**config.mk**
```make
export PLATFORM = sky130hd
export DESIGN_NAME = mesh_membership_notifier
export DESIGN_NICKNAME = d
export VERILOG_FILES = /design/src/design/mmn_pkg.sv /design/src/design/mmn_ram.sv /design/src/design/mesh_membership_notifier.sv
export SDC_FILE = /design/constraint.sdc
export NUM_CORES = 1
export LEC_CHECK = 0
export BUFFER_PORTS_ARGS = -buffer_cell sky130_fd_sc_hd__buf_2
export CORE_UTILIZATION = 45
export CTS_CLUSTER_DIAMETER = 50
export DETAILED_ROUTE_END_ITERATION = 10
export PLACE_DENSITY = 0.72
export SYNTH_ARGS = -nofsm -noshare
export SYNTH_HDL_FRONTEND = slang
export SYNTH_SLANG_ARGS = --single-unit
```
**constraint.sdc**
```tcl
create_clock -name clk -period 6.8 [get_ports clk]
set_input_delay 0.68 -clock clk [delete_from_list [all_inputs] [get_ports clk]]
set_output_delay 0.68 -clock clk [all_outputs]
set_load 0.05 [all_outputs]
```
**src/design/mmn_pkg.sv**
```systemverilog
package mmn_pkg;

  localparam int QUEUE_DEPTH_DEF = 8;

  localparam int CFG_AW = 3;
  localparam int CFG_DW = 32;
  localparam int IN_DW  = 24;
  localparam int OUT_DW = 8;

  localparam logic [7:0] UNKNOWN_PEER_RST = 8'hFF;

  // register index taken from paddr[2]
  localparam logic REG_UNKNOWN_PEER = 1'b0;

  typedef enum logic [2:0] {
    FUNC_STATUS  = 3'd0,
    FUNC_DRAIN   = 3'd1,
    FUNC_SET_EN  = 3'd2,
    FUNC_STOPPED = 3'd3,
    FUNC_CANCEL  = 3'd4,
    FUNC_RST_TRK = 3'd5,
    FUNC_READY   = 3'd6
  } func_t;

  typedef enum logic [1:0] {
    NOTE_JOIN    = 2'd0,
    NOTE_LEAVE   = 2'd1,
    NOTE_ENABLED = 2'd2
  } note_t;

  typedef enum logic [2:0] {
    ST_IDLE,
    ST_EXEC,
    ST_PUSH_EN,
    ST_DRAIN_RD,
    ST_DRAIN_OUT,
    ST_RESP
  } state_t;

endpackage

```
**src/design/mmn_ram.sv**
```systemverilog
module mmn_ram #(
  parameter int WIDTH = 2,
  parameter int DEPTH = 8
) (
  input  logic                     clk,
  input  logic                     we,
  input  logic [$clog2(DEPTH)-1:0] waddr,
  input  logic [WIDTH-1:0]         wdata,
  input  logic                     re,
  input  logic [$clog2(DEPTH)-1:0] raddr,
  output logic [WIDTH-1:0]         rdata
);

  logic [WIDTH-1:0] mem [DEPTH];

  always_ff @(posedge clk) begin
    if (we) begin
      mem[waddr] <= wdata;
    end
    if (re) begin
      rdata <= mem[raddr];
    end
  end

endmodule

```
**src/design/mesh_membership_notifier.sv**
```systemverilog
// Channel | Direction | Handshake             | Payload
// in_     | input     | in_tvalid/in_tready   | in_tdata: event
// out_    | output    | out_tvalid/out_tready | out_tdata, out_tuser, out_tlast
// cfg_    | input     | APB psel/penable      | unknown_peer_code at byte address 0
//
// One event at a time: status and control events pass through EXEC, then PUSH_EN when
// a second note is queued, then RESP; a drain reads each queued note through DRAIN_RD and
// DRAIN_OUT, using the single read port of the note ring and its registered read data.
// Reset (rst_n, synchronous) empties the ring and clears all tracking state.
// A stalled out_tready holds the sequencer; in_tready is low until it returns to idle.
module mesh_membership_notifier
  import mmn_pkg::*;
#(
  parameter int QUEUE_DEPTH = QUEUE_DEPTH_DEF
) (
  input  logic              clk,
  input  logic              rst_n,
  input  logic              in_tvalid,
  output logic              in_tready,
  // [2:0] func, [3] mesh_is_active, [11:4] node_id, [12] link_lost,
  // [20:13] peers, [21] enable_value, [23:22] zero
  input  logic [IN_DW-1:0]  in_tdata,
  output logic              out_tvalid,
  input  logic              out_tready,
  // [0] mesh_active, [2:1] note_kind, [7:3] zero
  output logic [OUT_DW-1:0] out_tdata,
  // [0] has_note
  output logic              out_tuser,
  output logic              out_tlast,
  input  logic              cfg_psel,
  input  logic              cfg_penable,
  input  logic              cfg_pwrite,
  input  logic [CFG_AW-1:0] cfg_paddr,
  input  logic [CFG_DW-1:0] cfg_pwdata,
  output logic [CFG_DW-1:0] cfg_prdata,
  output logic              cfg_pready
);

  localparam int PTR_W = $clog2(QUEUE_DEPTH);
  localparam logic [PTR_W-1:0] PTR_LAST = PTR_W'(QUEUE_DEPTH - 1);

  function automatic logic [PTR_W-1:0] next_ptr(input logic [PTR_W-1:0] p);
    next_ptr = (p == PTR_LAST) ? '0 : p + PTR_W'(1);
  endfunction

  state_t           state_r, state_nxt;
  logic             intent_r, intent_nxt;
  logic             pending_r, pending_nxt;
  logic             seen_r, seen_nxt;
  logic [7:0]       prev_r, prev_nxt;
  logic [PTR_W-1:0] head_r, head_nxt;
  logic [PTR_W-1:0] tail_r, tail_nxt;
  logic             active_r, active_nxt;
  logic             sent_r, sent_nxt;
  logic [7:0]       unk_r;

  func_t            fn_r;
  logic             mia_r, lost_r, env_r;
  logic [7:0]       node_r, peers_r;

  logic             out_valid_r, out_valid_nxt;
  logic             out_mesh_r, out_mesh_nxt;
  logic             out_has_r, out_has_nxt;
  logic [1:0]       out_kind_r, out_kind_nxt;
  logic             out_last_r, out_last_nxt;

  logic             push_req;
  note_t            push_kind;
  logic             ram_we, ram_re;
  logic [1:0]       ram_rdata;
  logic             out_free, st_ready, cfg_wr;
  logic [PTR_W-1:0] head_inc;

  mmn_ram #(
    .WIDTH (2),
    .DEPTH (QUEUE_DEPTH)
  ) u_ring (
    .clk   (clk),
    .we    (ram_we),
    .waddr (head_r),
    .wdata (push_kind),
    .re    (ram_re),
    .raddr (tail_r),
    .rdata (ram_rdata)
  );

  assign cfg_pready = 1'b1;
  assign cfg_wr     = cfg_psel && cfg_penable && cfg_pwrite && cfg_pready;
  assign cfg_prdata = (cfg_paddr[2] == REG_UNKNOWN_PEER) ? {24'd0, unk_r} : '0;

  assign in_tready  = (state_r == ST_IDLE);
  assign out_tvalid = out_valid_r;
  assign out_tdata  = {5'd0, out_kind_r, out_mesh_r};
  assign out_tuser  = out_has_r;
  assign out_tlast  = out_last_r;

  assign out_free = !out_valid_r || out_tready;
  assign st_ready = mia_r && (node_r != 8'd0);
  assign head_inc = next_ptr(head_r);

  always_ff @(posedge clk) begin
    if (!rst_n) begin
      unk_r <= UNKNOWN_PEER_RST;
    end else if (cfg_wr && cfg_paddr[2] == REG_UNKNOWN_PEER) begin
      unk_r <= cfg_pwdata[7:0];
    end
  end

  always_ff @(posedge clk) begin
    if (in_tvalid && in_tready) begin
      fn_r    <= func_t'(in_tdata[2:0]);
      mia_r   <= in_tdata[3];
      node_r  <= in_tdata[11:4];
      lost_r  <= in_tdata[12];
      peers_r <= in_tdata[20:13];
      env_r   <= in_tdata[21];
    end
  end

  always_ff @(posedge clk) begin
    out_mesh_r <= out_mesh_nxt;
    out_has_r  <= out_has_nxt;
    out_kind_r <= out_kind_nxt;
    out_last_r <= out_last_nxt;
  end

  always_ff @(posedge clk) begin
    if (!rst_n) begin
      state_r     <= ST_IDLE;
      intent_r    <= 1'b0;
      pending_r   <= 1'b0;
      seen_r      <= 1'b0;
      prev_r      <= '0;
      head_r      <= '0;
      tail_r      <= '0;
      active_r    <= 1'b0;
      sent_r      <= 1'b0;
      out_valid_r <= 1'b0;
    end else begin
      state_r     <= state_nxt;
      intent_r    <= intent_nxt;
      pending_r   <= pending_nxt;
      seen_r      <= seen_nxt;
      prev_r      <= prev_nxt;
      head_r      <= head_nxt;
      tail_r      <= tail_nxt;
      active_r    <= active_nxt;
      sent_r      <= sent_nxt;
      out_valid_r <= out_valid_nxt;
    end
  end

  always_comb begin
    state_nxt     = state_r;
    intent_nxt    = intent_r;
    pending_nxt   = pending_r;
    seen_nxt      = seen_r;
    prev_nxt      = prev_r;
    head_nxt      = head_r;
    tail_nxt      = tail_r;
    active_nxt    = active_r;
    sent_nxt      = sent_r;
    out_valid_nxt = out_valid_r && !out_tready;
    out_mesh_nxt  = out_mesh_r;
    out_has_nxt   = out_has_r;
    out_kind_nxt  = out_kind_r;
    out_last_nxt  = out_last_r;
    push_req      = 1'b0;
    push_kind     = NOTE_JOIN;
    ram_re        = 1'b0;

    case (state_r)
      ST_IDLE: begin
        if (in_tvalid) begin
          state_nxt = ST_EXEC;
        end
      end
      ST_EXEC: begin
        state_nxt = ST_RESP;
        case (fn_r)
          FUNC_STATUS: begin
            if (!intent_r || !st_ready || lost_r || peers_r == unk_r) begin
              seen_nxt = 1'b0;
              prev_nxt = '0;
            end else if (!seen_r) begin
              seen_nxt = 1'b1;
              prev_nxt = peers_r;
            end else begin
              if (peers_r > prev_r) begin
                push_req  = 1'b1;
                push_kind = NOTE_JOIN;
              end else if (peers_r < prev_r) begin
                push_req  = 1'b1;
                push_kind = NOTE_LEAVE;
              end
              prev_nxt = peers_r;
            end
            active_nxt = intent_r && st_ready;
            if (intent_r && st_ready && pending_r) begin
              pending_nxt = 1'b0;
              if (push_req) begin
                state_nxt = ST_PUSH_EN;
              end else begin
                push_req  = 1'b1;
                push_kind = NOTE_ENABLED;
              end
            end
          end
          FUNC_DRAIN: begin
            if (intent_r) begin
              sent_nxt  = 1'b0;
              state_nxt = ST_DRAIN_RD;
            end else begin
              head_nxt = '0;
              tail_nxt = '0;
            end
          end
          FUNC_SET_EN: begin
            intent_nxt  = env_r;
            pending_nxt = env_r;
            head_nxt    = '0;
            tail_nxt    = '0;
            if (!env_r) begin
              seen_nxt   = 1'b0;
              prev_nxt   = '0;
              active_nxt = 1'b0;
            end
          end
          FUNC_STOPPED: begin
            active_nxt  = 1'b0;
            pending_nxt = 1'b0;
            seen_nxt    = 1'b0;
            prev_nxt    = '0;
            head_nxt    = '0;
            tail_nxt    = '0;
          end
          FUNC_CANCEL: begin
            pending_nxt = 1'b0;
          end
          FUNC_RST_TRK: begin
            seen_nxt = 1'b0;
            prev_nxt = '0;
            head_nxt = '0;
            tail_nxt = '0;
          end
          FUNC_READY: begin
            if (!intent_r) begin
              active_nxt = 1'b0;
            end
          end
          default: begin
          end
        endcase
      end
      ST_PUSH_EN: begin
        push_req  = 1'b1;
        push_kind = NOTE_ENABLED;
        state_nxt = ST_RESP;
      end
      ST_DRAIN_RD: begin
        if (tail_r == head_r) begin
          head_nxt  = '0;
          tail_nxt  = '0;
          state_nxt = sent_r ? ST_IDLE : ST_RESP;
        end else begin
          ram_re    = 1'b1;
          tail_nxt  = next_ptr(tail_r);
          state_nxt = ST_DRAIN_OUT;
        end
      end
      ST_DRAIN_OUT: begin
        if (out_free) begin
          out_valid_nxt = 1'b1;
          out_mesh_nxt  = active_r;
          out_has_nxt   = 1'b1;
          out_kind_nxt  = ram_rdata;
          out_last_nxt  = (tail_r == head_r);
          sent_nxt      = 1'b1;
          state_nxt     = ST_DRAIN_RD;
        end
      end
      ST_RESP: begin
        if (out_free) begin
          out_valid_nxt = 1'b1;
          out_mesh_nxt  = active_r;
          out_has_nxt   = 1'b0;
          out_kind_nxt  = NOTE_JOIN;
          out_last_nxt  = 1'b1;
          state_nxt     = ST_IDLE;
        end
      end
      default: begin
        state_nxt = ST_IDLE;
      end
    endcase

    ram_we = push_req;
    if (push_req) begin
      head_nxt = head_inc;
      if (head_inc == tail_r) begin
        tail_nxt = next_ptr(tail_r);
      end
    end
  end

  a_ptr_range: assert property (@(posedge clk) disable iff (!rst_n)
    head_r <= PTR_LAST && tail_r <= PTR_LAST)
    else $error("ring pointer out of range");

  a_drain_clears: assert property (@(posedge clk) disable iff (!rst_n)
    state_r == ST_DRAIN_RD && tail_r == head_r |=> head_r == '0 && tail_r == '0)
    else $error("ring not emptied at end of drain");

  a_note_needs_intent: assert property (@(posedge clk) disable iff (!rst_n)
    (state_r == ST_DRAIN_RD || state_r == ST_DRAIN_OUT) |-> intent_r)
    else $error("notes drained with intent disabled");

  a_write_states: assert property (@(posedge clk) disable iff (!rst_n)
    ram_we |-> state_r == ST_EXEC || state_r == ST_PUSH_EN)
    else $error("ring write outside push states");

  a_kind_legal: assert property (@(posedge clk) disable iff (!rst_n)
    out_valid_r && out_has_r |-> out_kind_r <= NOTE_ENABLED)
    else $error("illegal note kind");

endmodule
```
==> results_dict.tcl, run 1 <==
set metrics [dict create \
    status "complete, no violations" \
    ys_async_sr_fraction_pct 0 \
    netlist.area_leader.share_pct 35.0 \
    yosysSeqAreaShare_pct 51.1 \
    critical_path_arrival_ps 2890 \
    critical_path_class "flip-flop to flip-flop" \
    min_from "active_r" \
    die_area_sq_um 8950 \
    coreArea_sq_um 8260 \
    crit_buf_inv 0 \
    dp_hpwl_mm 4.81 \
    ys_warn_count 0 \
    intPower_w 0.000829 \
    drive_above_1_share_pct 21.9 \
    antenna_found_initial 0 \
    p_clk_share_pct 30.0 \
    reg2reg_to "u_ring.mem[5][0]" \
    cts_buffers 9 \
    cpPeakStageDelay_ps 560 \
    syn_area_sq_um 3860 \
    slew-limit-headroom_pct 31.0 \
    synth_seq_cells 76 \
    ys.flop_type "edfxtp_1" \
    synth.area.top_cells "edfxtp_1 35%, dfxtp_1 16%, buf_4 6.0%" \
    synth_top_area_cell "edfxtp_1" \
    r2r-start "peers_r[7]" \
    maxClockFrequency_mhz 344 \
    rrSetupSlack_ps 3900 \
    power_switching_w 0.000383 \
    crit_slowest_cell "nor4b_1" \
    routed_wl_mm 6.54 \
    grt_pass1_wl_mm 10.7 \
    cts_tree "built" \
    fin_crit_ps 2900 \
    crit_fanout 11 \
    tns_ps 0 \
    placed_cell_area_sq_um 4050 \
    cp-startpoint "peers_r[7]" \
    final.setup_skew_ps 7.88 \
    hold_depth 0 \
    io_pins 111 \
    setup_viol 0 \
    rsz0062_at_grt "false" \
    dr.first_iter.drc_count 132 \
    leakagePower_nw 1.61 \
    ir_drop_uv 169 \
    worst_slew_pin_slew_ps 1030 \
    seqCellArea_sq_um 1970 \
    drv_slew 0 \
    cts_resized 0 \
    hold_path.class "flip-flop to flip-flop" \
    critical_path.top_delay_family "simple AND/OR/NAND/NOR gates" \
    row_count 33 \
    path_cells "ha_1, a21oi_2, o21a_1, a311oi_2, nor4_4, o21ai_2, nor4b_1" \
    io_buffers 52 \
    avgSynthCellArea_sq_um 11.0 \
    area_growth_pct 10.4 \
    cts_hold_buf 0 \
    synthCells 352 \
    antenna_cells 0 \
    synth-edff-count 45 \
    die_w_um 94.6 \
    h-tree-depth 3 \
    grt_max_degree 40 \
    ys_top_cells_by_count "45 x edfxtp_1, 43 x nand2_1, 31 x buf_4, 31 x dfxtp_1, 22 x nor2b_1" \
    clkSinkCount 76 \
    post-cts-setup-buffers 0 \
    p_comb_share_pct 21.7 \
    gp_congestion 0.816 \
    pwr_density_cell_nw_per_um2 285 \
    finish.instance_area_sq_um 4260 \
    dr.pass1.iters 4 \
    grt_pass1_vias 2311 \
    cts.reportedPaths.clkPinSlew_ps 70 \
    clk_latency_ps 350 \
    maxCapViolations 0 \
    nFillCells 764 \
    vias 2578 \
    hold_end "out_mesh_r" \
    critPathCaptureType "flip-flop" \
    fin_crit_sh_pct 42.7 \
    drc 0 \
    startpoint_type "flip-flop" \
    yosysMostFrequentCell "edfxtp_1" \
    multi_input_area_sq_um 1640 \
    swShare_pct 31.6 \
    drt-wirelength-per-cell_um 12.9 \
    pwr-share-seq_pct 48.3 \
    initial_core_util_pct 46.7 \
    final_antenna_net_count 0 \
    critPathRequiredTime_ps 6790 \
    grt-ovfl-total 0 \
    vias_per_cell 5.09 \
    clockBufferDepth 2 \
    worstRegToRegCells 7 \
    final_nets 474 \
    yosys.cell_types.count 57 \
    grtUsageTotal_pct 15.8 \
    hold_viol_final 0 \
    clock-root-buffer "clkbuf_8" \
    chipHeight_um 94.6 \
]
[through the flow]
stage	utilization, %	cells	power (W)	setup slack (ps)	hold WS (ps)
global route	51.6	506	0.00127	3740	470
detailed placement	49.1	490	0.000861	3930	420
CTS	51.6	506	0.00122	3900	439
finish	51.6	506	0.00121	3900	435
floorplan	-	380	0.000817	4090	408
global placement	49.1	490	0.000854	3960	419
[placed cells by master, fill, tap and decap left out, types with 4 or more instances in the layout]
master and n:
inv_1 13, nand2_1 43, xnor2_1 13, a22oi_1 8, conb_1 30, o22ai_1 7
a21boi_0 4, nor4_1 5, ha_1 12, buf_2 52, nand3_1 17, mux4_2 4
edfxtp_1 45, nor2_1 10, dfxtp_1 31, nand2b_1 4, nand4_1 5, a21oi_1 9
mux2i_1 4, clkbuf_8 9, and2_1 4, nor2b_1 22, nor3_1 5
[cell type report]
cell class | instances | area share, %
clock inverters | 5 | 1.79
well taps | 105 | 3.08
repair buffers | 52 | 6.11
inverters | 13 | 1.15
flip-flops and latches | 76 | 46.3
multi-input cells | 244 | 38.5
clock buffers | 11 | 3.08
[metal layers]
layer / wire [um] / global-route usage, % / share of wire, % / up-vias
met1: 2910 / 19.4 / 44 / 1223
met3: 252 / 4.11 / 3.9 / 7
li1: - / - / - / 1276
met4: 66 / 6.06 / 1.0 / 0
met2: 3310 / 26.4 / 51 / 72
met5: 0 / 0 / 0 / -
[power groups by stage]
stage / Combinational, W / Sequential (W) / Clock [W]
after detailed placement: 0.000265 / 0.000596 / 0
after CTS: 0.000266 / 0.000585 / 0.000372
after floorplan: 0.000224 / 0.000592 / 0
after global routing: 0.000289 / 0.000590 / 0.000390
after global placement: 0.000260 / 0.000594 / 0
final: 0.000263 / 0.000585 / 0.000363
[worst max-delay path by stage]
stage | to | slack [ps] | cells past startpoint
floorplan | env_r | 4090 | 3
global placement | u_ring.mem[5][0] | 3960 | 7
detailed placement | u_ring.mem[5][0] | 3930 | 7
CTS | u_ring.mem[5][0] | 3900 | 7
global route | u_ring.mem[5][0] | 3740 | 7
finish | u_ring.mem[5][0] | 3900 | 7
[kinds of logic after synthesis]
kind of cell | after synthesis | share of synthesized area, %
AND/OR/NAND/NOR | 131 | 19.7
flip-flops | 76 | 51.1
buffers and inverters | 60 | 9.14
AO/OA/AOI/OAI | 47 | 8.82
XOR/XNOR | 14 | 3.18
adder cells (fa/ha/maj) | 12 | 3.89
multiplexers | 10 | 3.96
other | 2 | 0.195
[sequential cells by signal, indices dropped and copies added, names as in the netlist, 2 cells and up]
name          count
prev_r            8
peers_r           8
node_r            8
unk_r             8
u_ring.rdata      2
out_kind_r        2
state_r           3
head_r            3
tail_r            3
u_ring.mem       16
fn_r              3
Note: power is estimated with default switching activity, not from simulation.
==> run 2, diff against run 1 <==
--- a/config.mk
+++ b/config.mk
@@ -9,7 +9,7 @@
 export CORE_UTILIZATION = 45
 export CTS_CLUSTER_DIAMETER = 50
 export DETAILED_ROUTE_END_ITERATION = 10
-export PLACE_DENSITY = 0.72
+export PLACE_DENSITY = 0.74
 export SYNTH_ARGS = -nofsm -noshare
 export SYNTH_HDL_FRONTEND = slang
 export SYNTH_SLANG_ARGS = --single-unit
==> constraint.sdc (replaced) <==
create_clock -name clk -period 2.6 [get_ports clk]
set_input_delay 0.26 -clock clk [delete_from_list [all_inputs] [get_ports clk]]
set_output_delay 0.26 -clock clk [all_outputs]
set_load 0.05 [all_outputs]
==> results_dict.tcl, run 2 (synthesized netlist as in run 1, its figures left out) <==
set metrics [dict create \
    grt_max_degree 40 \
    dr.first_iter.drc_count 178 \
    chipHeight_um 94.6 \
    worstRegToRegCells 9 \
    largest-register "u_ring.mem" \
    power_w 0.00318 \
    coreArea_sq_um 8260 \
    rsz0062_at_grt "false" \
    cp-startpoint "peers_r[1]" \
    critical_path.top_delay_family "simple AND/OR/NAND/NOR gates" \
    row_count 33 \
    path_cells "ha_1, nor2b_4, o211ai_2, a311oi_2, nor4_4, o21ai_2, buf_4, nor4_1, buf_4" \
    final_nets 487 \
    vias_per_cell 5.17 \
    rrSetupSlack_ps 160 \
    critical_path_class "flip-flop to flip-flop" \
    seqCellArea_sq_um 1970 \
    crit_fanout 7 \
    final_antenna_net_count 0 \
    worst_slew_pin_slew_ps 831 \
    grtUsageTotal_pct 16.1 \
    io_buffers 52 \
    largest_reg_flops 16 \
    cts_buffers 9 \
    die_area_sq_um 8950 \
    maxCapViolations 0 \
    vias 2682 \
    final.setup_skew_ps 13.4 \
    grt-ovfl-total 0 \
    met1_usage_pct 19.1 \
    routed_wl_mm 6.77 \
    antenna_cells 0 \
    drv_slew 0 \
    critical_path_arrival_ps 2510 \
    clockBufferDepth 2 \
    layout_commonest_cell "buf_2" \
    grt_pass1_wl_mm 10.9 \
    top_usage_layer "met2" \
    crit_top_cell "buf_4" \
    dp_hpwl_mm 4.95 \
    io_pins 111 \
    drc 0 \
    critPathCaptureType "flip-flop" \
    cts_tree "built" \
    leakagePower_nw 1.68 \
    setup_viol 0 \
    mostFrequentLayoutCells "52 x buf_2, 45 x edfxtp_1, 43 x nand2_1" \
    pwr_density_cell_nw_per_um2 725 \
    startpoint_type "flip-flop" \
    r2r-start "peers_r[1]" \
    tns_ps 0 \
    drive_above_1_share_pct 25.6 \
    cts.reportedPaths.clkPinSlew_ps 80 \
    grt_pass1_vias 2402 \
    die_w_um 94.6 \
    reg2reg_to "u_ring.mem[0][1]" \
    fin_crit_sh_pct 94.0 \
    grt_use_met3_pct 3.95 \
    hold_viol_final 0 \
    initial_core_util_pct 46.7 \
    status "complete, no violations" \
    pwr-share-seq_pct 48.1 \
    p_comb_share_pct 23.0 \
    gp_congestion 0.833 \
    crit_buf_inv 2 \
    drt-wirelength-per-cell_um 13.1 \
    clk_latency_ps 360 \
    p_clk_share_pct 28.9 \
    crit_slowest_cell "edfxtp_1" \
    multi_input_area_sq_um 1670 \
    critPathRequiredTime_ps 2670 \
    clkSinkCount 76 \
    ir_drop_uv 381 \
    intPower_w 0.00215 \
    critical_path_depth 9 \
    crit_end "u_ring.mem[0][1]" \
    grt_use_met2_pct 27.0 \
    fin_crit_ps 2440 \
    dr.pass1.iters 5 \
    area_growth_pct 13.5 \
    nFillCells 716 \
    power_switching_w 0.00102 \
    hold_path.class "input pin to flip-flop" \
    h-tree-depth 3 \
    fin_util_pct 53.0 \
    cts_hold_buf 0 \
    clock-root-buffer "clkbuf_8" \
    cpPeakStageDelay_ps 430 \
    swShare_pct 32.2 \
    slew-limit-headroom_pct 44.4 \
    antenna_found_initial 0 \
    maxClockFrequency_mhz 409 \
]
## run 2: changes by cell type in the layout (fill, tap and decap cells not counted), moves of 2 or more
cell | previous run | this run
buf_4 | 0 | 13
clkbuf_8 | 9 | 11
nor3_1 | 5 | 3
nor3_2 | 1 | 3
## run 2: what timing repair did
item | CTS | global route
gates resized for setup | 0 | 4
setup buffers | 0 | 2
hold endpoints to repair | 0 | 0
endpoints found under the setup margin | 0 | 8
## run 2: how the worst min path moves through the flow
stage / startpoint / endpoint / slack [ps] / depth (start not counted)
global placement: active_r / out_mesh_r / 430 / 0
finish: in_tdata[1] / fn_r[1] / 70 / 1
CTS: in_tdata[15] / peers_r[2] / 60 / 1
detailed placement: active_r / out_mesh_r / 440 / 0
global route: in_tdata[15] / peers_r[2] / 60 / 1
floorplan: in_tdata[21] / env_r / 360 / 0
## run 2: cell type report
type                       count  share of cell area (%)
clock buffer                  13                    3.63
clock inverter                 3                    1.00
inverter                      13                    1.11
multi-input combinational    244                    38.1
sequential                    76                    45.0
tap                          105                    3.00
timing repair buffer          65                    8.17
## run 2: power groups by stage
stage	Combinational [W]	Clock (W)	Sequential, W
3_5_place_dp	0.000717	0	0.00156
6_report	0.000729	0.000919	0.00153
4_1_cts	0.000721	0.000939	0.00153
2_1_floorplan	0.000591	0	0.00155
5_1_grt	0.000794	0.000993	0.00154
3_3_place_gp	0.000704	0	0.00155
## run 2: worst register-to-register path, stage by stage, from the launching register on
cell and delay, ps:
edfxtp_1 430, ha_1 320, nor2b_4 130, o211ai_2 170, a311oi_2 150, nor4_4 320
o21ai_2 120, buf_4 190, nor4_1 170, buf_4 170
## run 2: per-layer routing
layer | wire length (um) | share of wire, %
met1 | 2900 | 43
met3 | 310 | 4.6
met2 | 3390 | 50
met5 | 0 | 0
met4 | 175 | 2.6
## run 2: per-stage QoR
| step | hold slack [ps] | std cells | worst slack [ps] | instance area [sq um] |
|---|---|---|---|---|
| after floorplan | 359 | 380 | 201 | 3970 |
| after global placement | 432 | 501 | 171 | 4140 |
| after detailed placement | 437 | 501 | 103 | 4140 |
| after CTS | 58.9 | 517 | 73.6 | 4340 |
| after global routing | 58.5 | 519 | 5.73 | 4380 |
| final | 72.1 | 519 | 157 | 4380 |
